--- config.mk ---
export PLATFORM = sky130hd
export DESIGN_NAME = cbti_div
export DESIGN_NICKNAME = d
export VERILOG_FILES = /design/src/design/clamped_bilinear_table_interp_unit_assert.svh /design/src/design/cbti_pkg.sv /design/src/design/cbti_div.sv
export SDC_FILE = /design/constraint.sdc
export NUM_CORES = 1
export LEC_CHECK = 0
export BUFFER_PORTS_ARGS = -buffer_cell sky130_fd_sc_hd__buf_2
export CORE_MARGIN = 4
export CORE_UTILIZATION = 38
export DETAILED_ROUTE_END_ITERATION = 16
export GPL_ROUTABILITY_DRIVEN = 0
export GPL_TIMING_DRIVEN = 0
export SYNTH_ARGS = -nofsm -noshare
export SYNTH_HDL_FRONTEND = slang
export SYNTH_SLANG_ARGS = --single-unit
--- constraint.sdc ---
create_clock -name clk -period 8.15 [get_ports clk]
set_input_delay 0.815 -clock clk [delete_from_list [all_inputs] [get_ports clk]]
set_output_delay 0.815 -clock clk [all_outputs]
set_load 0.01 [all_outputs]
--- src/design/clamped_bilinear_table_interp_unit_assert.svh ---
// Assertion macros used by the interpolation unit top level.
`ifndef CLAMPED_BILINEAR_TABLE_INTERP_UNIT_ASSERT_SVH
`define CLAMPED_BILINEAR_TABLE_INTERP_UNIT_ASSERT_SVH
`ifndef SYNTHESIS
`define CBTI_ASSERT_IMP(lbl, ante, cons) \
  lbl: assert property (@(posedge clk) disable iff (!rst_n) (ante) |-> (cons)) \
    else $error("cbti assertion failed");
`define CBTI_ASSERT_NXT(lbl, ante, cons) \
  lbl: assert property (@(posedge clk) disable iff (!rst_n) (ante) |=> (cons)) \
    else $error("cbti assertion failed");
`else
`define CBTI_ASSERT_IMP(lbl, ante, cons)
`define CBTI_ASSERT_NXT(lbl, ante, cons)
`endif
`endif

--- src/design/cbti_pkg.sv ---
// Types, constants and helpers for the clamped bilinear table interpolation unit.
package cbti_pkg;

  localparam int MAX_ROWS_DEF = 128;
  localparam int MAX_COLS_DEF = 32;
  localparam int MIN_COUNT    = 3;
  localparam int PROD_W       = 50;
  localparam int DIVS_W       = 25;

  localparam logic [7:0] ROWS_RST = 8'd71;
  localparam logic [5:0] COLS_RST = 6'd20;

  localparam logic CFG_ROWS = 1'b0;
  localparam logic CFG_COLS = 1'b1;

  localparam logic MODE_WRITE = 1'b0;
  localparam logic MODE_QUERY = 1'b1;

  localparam logic signed [27:0] Q_SIX = 28'sd393216;

  localparam logic [1:0] PASS_LOW  = 2'd0;
  localparam logic [1:0] PASS_HIGH = 2'd1;
  localparam logic [1:0] PASS_TEMP = 2'd2;

  localparam int F_X0 = 0;
  localparam int F_X1 = 1;
  localparam int F_A  = 2;
  localparam int F_B  = 3;
  localparam int F_C  = 4;
  localparam int F_D  = 5;
  localparam int F_T0 = 6;
  localparam int F_T1 = 7;
  localparam int F_N  = 8;

  typedef enum logic [3:0] {
    S_IDLE,
    S_T_SRCH,
    S_R_SRCH,
    S_FETCH,
    S_DIFF,
    S_MUL,
    S_DIV_GO,
    S_DIV_WAIT,
    S_ACC,
    S_DONE
  } cbti_state_t;

  typedef struct packed {
    logic               mode;
    logic [6:0]         row;
    logic [4:0]         col;
    logic signed [23:0] entry_value;
    logic signed [23:0] log_temp;
    logic signed [23:0] log_density;
  } cbti_in_t;

  typedef struct packed {
    logic signed [23:0] log_opacity;
    logic               temp_clamped;
    logic               ratio_clamped;
  } cbti_out_t;

  typedef struct packed {
    logic                     start;
    logic signed [PROD_W-1:0] dividend;
    logic signed [DIVS_W-1:0] divisor;
  } cbti_div_req_t;

  typedef struct packed {
    logic                     done;
    logic signed [PROD_W-1:0] quotient;
  } cbti_div_rsp_t;

  function automatic logic signed [23:0] sat24(input logic signed [PROD_W:0] v);
    logic signed [PROD_W:0] hi_lim;
    logic signed [PROD_W:0] lo_lim;
    hi_lim = (PROD_W+1)'(24'sh7FFFFF);
    lo_lim = -(PROD_W+1)'(24'sh7FFFFF) - (PROD_W+1)'(1);
    if (v > hi_lim) begin
      return 24'sh7FFFFF;
    end else if (v < lo_lim) begin
      return 24'sh800000;
    end else begin
      return v[23:0];
    end
  endfunction

endpackage

--- src/design/cbti_div.sv ---
// Serial signed divider, one quotient bit per cycle, truncating toward zero.
module cbti_div
  import cbti_pkg::*;
(
  input  logic          clk,
  input  logic          rst_n,
  input  cbti_div_req_t req,
  output cbti_div_rsp_t rsp
);

  localparam int CNT_W = $clog2(PROD_W + 1);

  logic              busy_r, busy_nxt;
  logic              done_r, done_nxt;
  logic              neg_r, neg_nxt;
  logic [CNT_W-1:0]  cnt_r, cnt_nxt;
  logic [PROD_W-1:0] quo_r, quo_nxt;
  logic [DIVS_W-1:0] rem_r, rem_nxt;
  logic [DIVS_W-1:0] dvs_r, dvs_nxt;
  logic [DIVS_W:0]   trial;

  always_ff @(posedge clk) begin
    if (!rst_n) begin
      busy_r <= 1'b0;
      done_r <= 1'b0;
      cnt_r  <= '0;
    end else begin
      busy_r <= busy_nxt;
      done_r <= done_nxt;
      cnt_r  <= cnt_nxt;
    end
    neg_r <= neg_nxt;
    quo_r <= quo_nxt;
    rem_r <= rem_nxt;
    dvs_r <= dvs_nxt;
  end

  always_comb begin
    busy_nxt = busy_r;
    done_nxt = 1'b0;
    neg_nxt  = neg_r;
    cnt_nxt  = cnt_r;
    quo_nxt  = quo_r;
    rem_nxt  = rem_r;
    dvs_nxt  = dvs_r;
    trial    = {rem_r, quo_r[PROD_W-1]};
    if (req.start) begin
      busy_nxt = 1'b1;
      cnt_nxt  = '0;
      rem_nxt  = '0;
      quo_nxt  = req.dividend[PROD_W-1] ? PROD_W'(-req.dividend) : PROD_W'(req.dividend);
      dvs_nxt  = req.divisor[DIVS_W-1] ? DIVS_W'(-req.divisor) : DIVS_W'(req.divisor);
      neg_nxt  = req.dividend[PROD_W-1] ^ req.divisor[DIVS_W-1];
    end else if (busy_r) begin
      if (trial >= {1'b0, dvs_r}) begin
        rem_nxt = DIVS_W'(trial - {1'b0, dvs_r});
        quo_nxt = {quo_r[PROD_W-2:0], 1'b1};
      end else begin
        rem_nxt = DIVS_W'(trial);
        quo_nxt = {quo_r[PROD_W-2:0], 1'b0};
      end
      cnt_nxt = cnt_r + CNT_W'(1);
      if (cnt_r == CNT_W'(PROD_W - 1)) begin
        busy_nxt = 1'b0;
        done_nxt = 1'b1;
      end
    end
  end

  assign rsp.done     = done_r;
  assign rsp.quotient = neg_r ? -$signed(quo_r) : $signed(quo_r);

endmodule

==> implementation parameters <==
Parameter                              Value

Status
  Status ... completed

Power and ir drop
  Maximum ir drop on the vdd rail ... 0.1020 mV
  Internal power ... 1186 µW
  Power density normalized to cell area ... 184.5 nW/µm²
  Static Leakage ... 0.003671 µW
  Switching share of total power ... 33.35%
  Total power ... 1779 µW
  Comb pwr share ... 30.5%
  Clock power share ... 29.4%
  Sequential cell fraction of total power ... 40.1%
  Switching power summed over all nets ... 593.3 µW

Timing
  Min Tclk post-route ... 4965 ps
  Worst hold margin ... 490.9 ps
  Period Utilization, post-route ... 60.92%
  Post-route setup TNS ... 0 ps
  Relative slew slack ... 44.37%
  Transition time at the pin with the least slew margin ... 826.8 ps
  Unrepaired setup endpoints after global routing ... false
  Max Clock Freq ... 0.2014 GHz
  Final number of setup-violating endpoints ... 0
  Clock tree skew after final layout ... 12.89 ps
  Number of pins exceeding their max-slew limit in the final report ... 0
  Final Hold Vio Count ... 0

Synthesis
  Mux cell area share after synthesis ... 2.278%
  Area share of fa/ha/maj cells after synthesis ... 4.767%
  Flop and latch count out of synthesis ... 109
  Cell type with the highest aggregate area in the netlist ... sky130_fd_sc_hd__edfxtp_1
  Proportion of register bits with asynchronous set or reset after synthesis ... 0%
  Mapped Cells ... 943
  Main area contributors after synthesis ... sky130_fd_sc_hd__edfxtp_1 (28%), sky130_fd_sc_hd__xnor2_1 (9.1%), sky130_fd_sc_hd__dfxtp_1 (8.0%)
  Most used flip-flop cell after synthesis ... sky130_fd_sc_hd__edfxtp_1
  Most common cell in the synthesized netlist ... sky130_fd_sc_hd__nand2_1
  Mean instance size in the synthesized netlist ... 8.796 µm²
  Sequential element share of the synthesized area ... 35.48%
  Compound-gate portion of the synthesized area ... 19.58%
  Post-Synth XOR/XNOR Area ... 14.78%
  Cell types with the highest counts after synthesis ... sky130_fd_sc_hd__nand2_1 (96), sky130_fd_sc_hd__nor2_1 (91), sky130_fd_sc_hd__xnor2_1 (86)
  Largest family of logic cells by synthesized area ... compound AO/OA/AOI/OAI gates
  Area fraction of the dominant cell type after synthesis ... 27.52%
  Post-synthesis instance area ... 8294 µm²
  Synthesis warning total ... 0
  Simple-Gate Fraction of Synth Area ... 18.90%
  Nets in the synthesized netlist ... 1052
  Distinct cell type count after synthesis ... 63
  Count of flip-flops with a built-in enable after synthesis ... 76

Worst setup path
  Kind of launch point of the worst setup path ... flop
  Startpoint of the worst-slack reg-to-reg timing path ... quo_r[49]$_DFFE_PP_
  Worst r2r dst ... rem_r[3]$_SDFFE_PP0P_
  Data arrival time of the critical path ... 4150 ps
  Critical Path Fanout Max ... 9
  Register-to-Register Setup Slack ... 4090 ps
  Required time reported for the critical path endpoint ... 7340 ps
  Launching element of the worst setup path ... quo_r[10]$_DFFE_PP_
  Setup CP Type ... reg2out
  R2r worst-path depth ... 14
  CP endpoint kind ... output port
  Endpoint of the most critical setup path ... rsp[45]

CTS
  Clk buf depth ... 2
  Insertion delay of the later-clocked pin in the worst-skew pair ... 370 ps
  Post-CTS Setup Bufs ... 0
  Number of buffers inserted for hold repair after clock tree synthesis ... 0
  Clock buffers created by TritonCTS ... 9
  Deepest level of the CTS H-tree ... 3
  Clock tree from TritonCTS ... yes
  Clock-pin slew on the worst setup and hold paths ... 80 ps
  Cell chosen for the clock root ... sky130_fd_sc_hd__clkbuf_16
  Clock net sink count ... 109
  Number of gates given a new drive strength after cts ... 0

Global route
  Antenna violations before repair ... 0
  Wire length of the first global-routing pass ... 37.43 mm
  Vias in the first global route ... 7101
  Combined global-route utilization of all metal layers ... 19.27%
  Largest net degree at the start of global routing ... 33
  Global route overflow ... 0

Final layout
  Fillers ... 2135
  Layout cell share with drive strength beyond 1 ... 16.74%
  Final instance area ... 9639 µm²
  Utilization of the core after routing ... 45.42%
  Area added between synthesis and finish ... 16.22%
  Sequential cell area ... 2943 µm²
  Layout net count ... 1191
  Area occupied by multi-input gates ... 5002 µm²
  Antenna diode instance count ... 0

Die
  Placement Rows ... 53
  Core box area ... 21220 µm²
  Die Span Y ... 155.7 µm
  Die width ... 155.7 µm
  Full die area ... 24250 µm²
  Initial core utilization ... 39.09%
  # IOs ... 129

Detailed routing
  Post-DRT Antenna Nets ... 0
  Iteration-0 DRC count of the detailed router ... 550
  Total wirelength of the detailed-routed design ... 23.81 mm
  DRC viols ... 0
  Total via count in the routed design ... 7545
  Drt wl/cell ... 17.48 µm
  Pre-antenna DRT Iters ... 5
  Vias per std cell ... 5.540

Placement
  Placed cell area ... 9294 µm²
  Buffers on Ports ... 127
  Estimated wirelength of the detail-placed design ... 18.32 mm

Run
  Count of maximum capacitance violations ... 0

Worst hold path
  Type of the worst min-delay path ... reg2reg
[power by group through the flow]
| stage | combinational [µW] | clock (µW) | sequential [µW] |
|---|---|---|---|
| final | 543 | 523 | 714 |
| after global routing | 603 | 553 | 721 |
| after CTS | 543 | 536 | 712 |
| after detailed placement | 539 | 0 | 725 |
| after global placement | 535 | 0 | 725 |
| after floorplan | 361 | 0 | 708 |
[per-layer routing]
metal | share of wire (%) | up-vias | routed length, µm | GRT usage [%]
li1 | - | 3742 | - | -
met1 | 46 | 3543 | 10930 | 26.12
met2 | 46 | 238 | 10990 | 32.41
met3 | 6.6 | 22 | 1571 | 3.051
met4 | 1.3 | 0 | 319 | 4.585
met5 | 0 | - | 0 | 0
[worst max-delay path, cell delays in order (launching register included)]
cell and delay [ps]:
sky130_fd_sc_hd__edfxtp_1 440, sky130_fd_sc_hd__or4_1 570, sky130_fd_sc_hd__nor3_1 450, sky130_fd_sc_hd__nand4_1 300, sky130_fd_sc_hd__or3_4 470, sky130_fd_sc_hd__nor3_1 280
sky130_fd_sc_hd__nand4b_1 450, sky130_fd_sc_hd__o41ai_1 460, sky130_fd_sc_hd__xnor2_1 190, sky130_fd_sc_hd__buf_2 170
[cell type report]
type / instances / area share (%)
multi-input cells: 745 / 51.90
repair buffers: 128 / 6.802
well taps: 275 / 3.570
clock buffers: 9 / 2.336
flip-flops and latches: 109 / 30.53
plain buffers: 46 / 1.947
clock inverters: 7 / 1.246
inverters: 43 / 1.674
[through the flow]
stage | instances | worst slack, ps
after global routing | 1362 | 2916
after global placement | 1345 | 3655
after detailed placement | 1346 | 3628
after floorplan | 943 | 4437
after CTS | 1362 | 3213
final | 1362 | 3185
[state kept, by name, indices dropped and copies added (netlist names)]
register	cells
quo_r	50
dvs_r	25
rem_r	25
cnt_r	6
busy_r	1
done_r	1
neg_r	1
[cells by family after synthesis]
| family | after synthesis |
|---|---|
| simple gates | 318 |
| xor+xnor | 140 |
| fa+ha+maj | 31 |
| compound gates | 239 |
| mux | 17 |
| buf+inv | 89 |
| flops | 109 |
[layout by cell type (no fill, tap or decap), types with 38 or more instances in the layout]
cell type and n:
sky130_fd_sc_hd__buf_2 127, sky130_fd_sc_hd__edfxtp_1 76, sky130_fd_sc_hd__xnor2_1 86, sky130_fd_sc_hd__clkbuf_1 38
sky130_fd_sc_hd__nor2_1 91, sky130_fd_sc_hd__a21oi_1 62, sky130_fd_sc_hd__nand2_1 96, sky130_fd_sc_hd__inv_1 41
sky130_fd_sc_hd__xor2_1 54, sky130_fd_sc_hd__o21ai_0 51
[worst min-delay path by stage]
| stage | startpoint | endpoint | cells past startpoint |
|---|---|---|---|
| floorplan | cnt_r[5]$_SDFFE_PP0P_ | cnt_r[5]$_SDFFE_PP0P_ | 2 |
| global route | rem_r[24]$_SDFFE_PP0P_ | rem_r[24]$_SDFFE_PP0P_ | 2 |
| finish | cnt_r[5]$_SDFFE_PP0P_ | cnt_r[5]$_SDFFE_PP0P_ | 2 |
| detailed placement | cnt_r[5]$_SDFFE_PP0P_ | cnt_r[5]$_SDFFE_PP0P_ | 2 |
| global placement | cnt_r[5]$_SDFFE_PP0P_ | cnt_r[5]$_SDFFE_PP0P_ | 2 |
| CTS | cnt_r[5]$_SDFFE_PP0P_ | cnt_r[5]$_SDFFE_PP0P_ | 2 |
No activity file was read; power rests on OpenSTA's default activity.
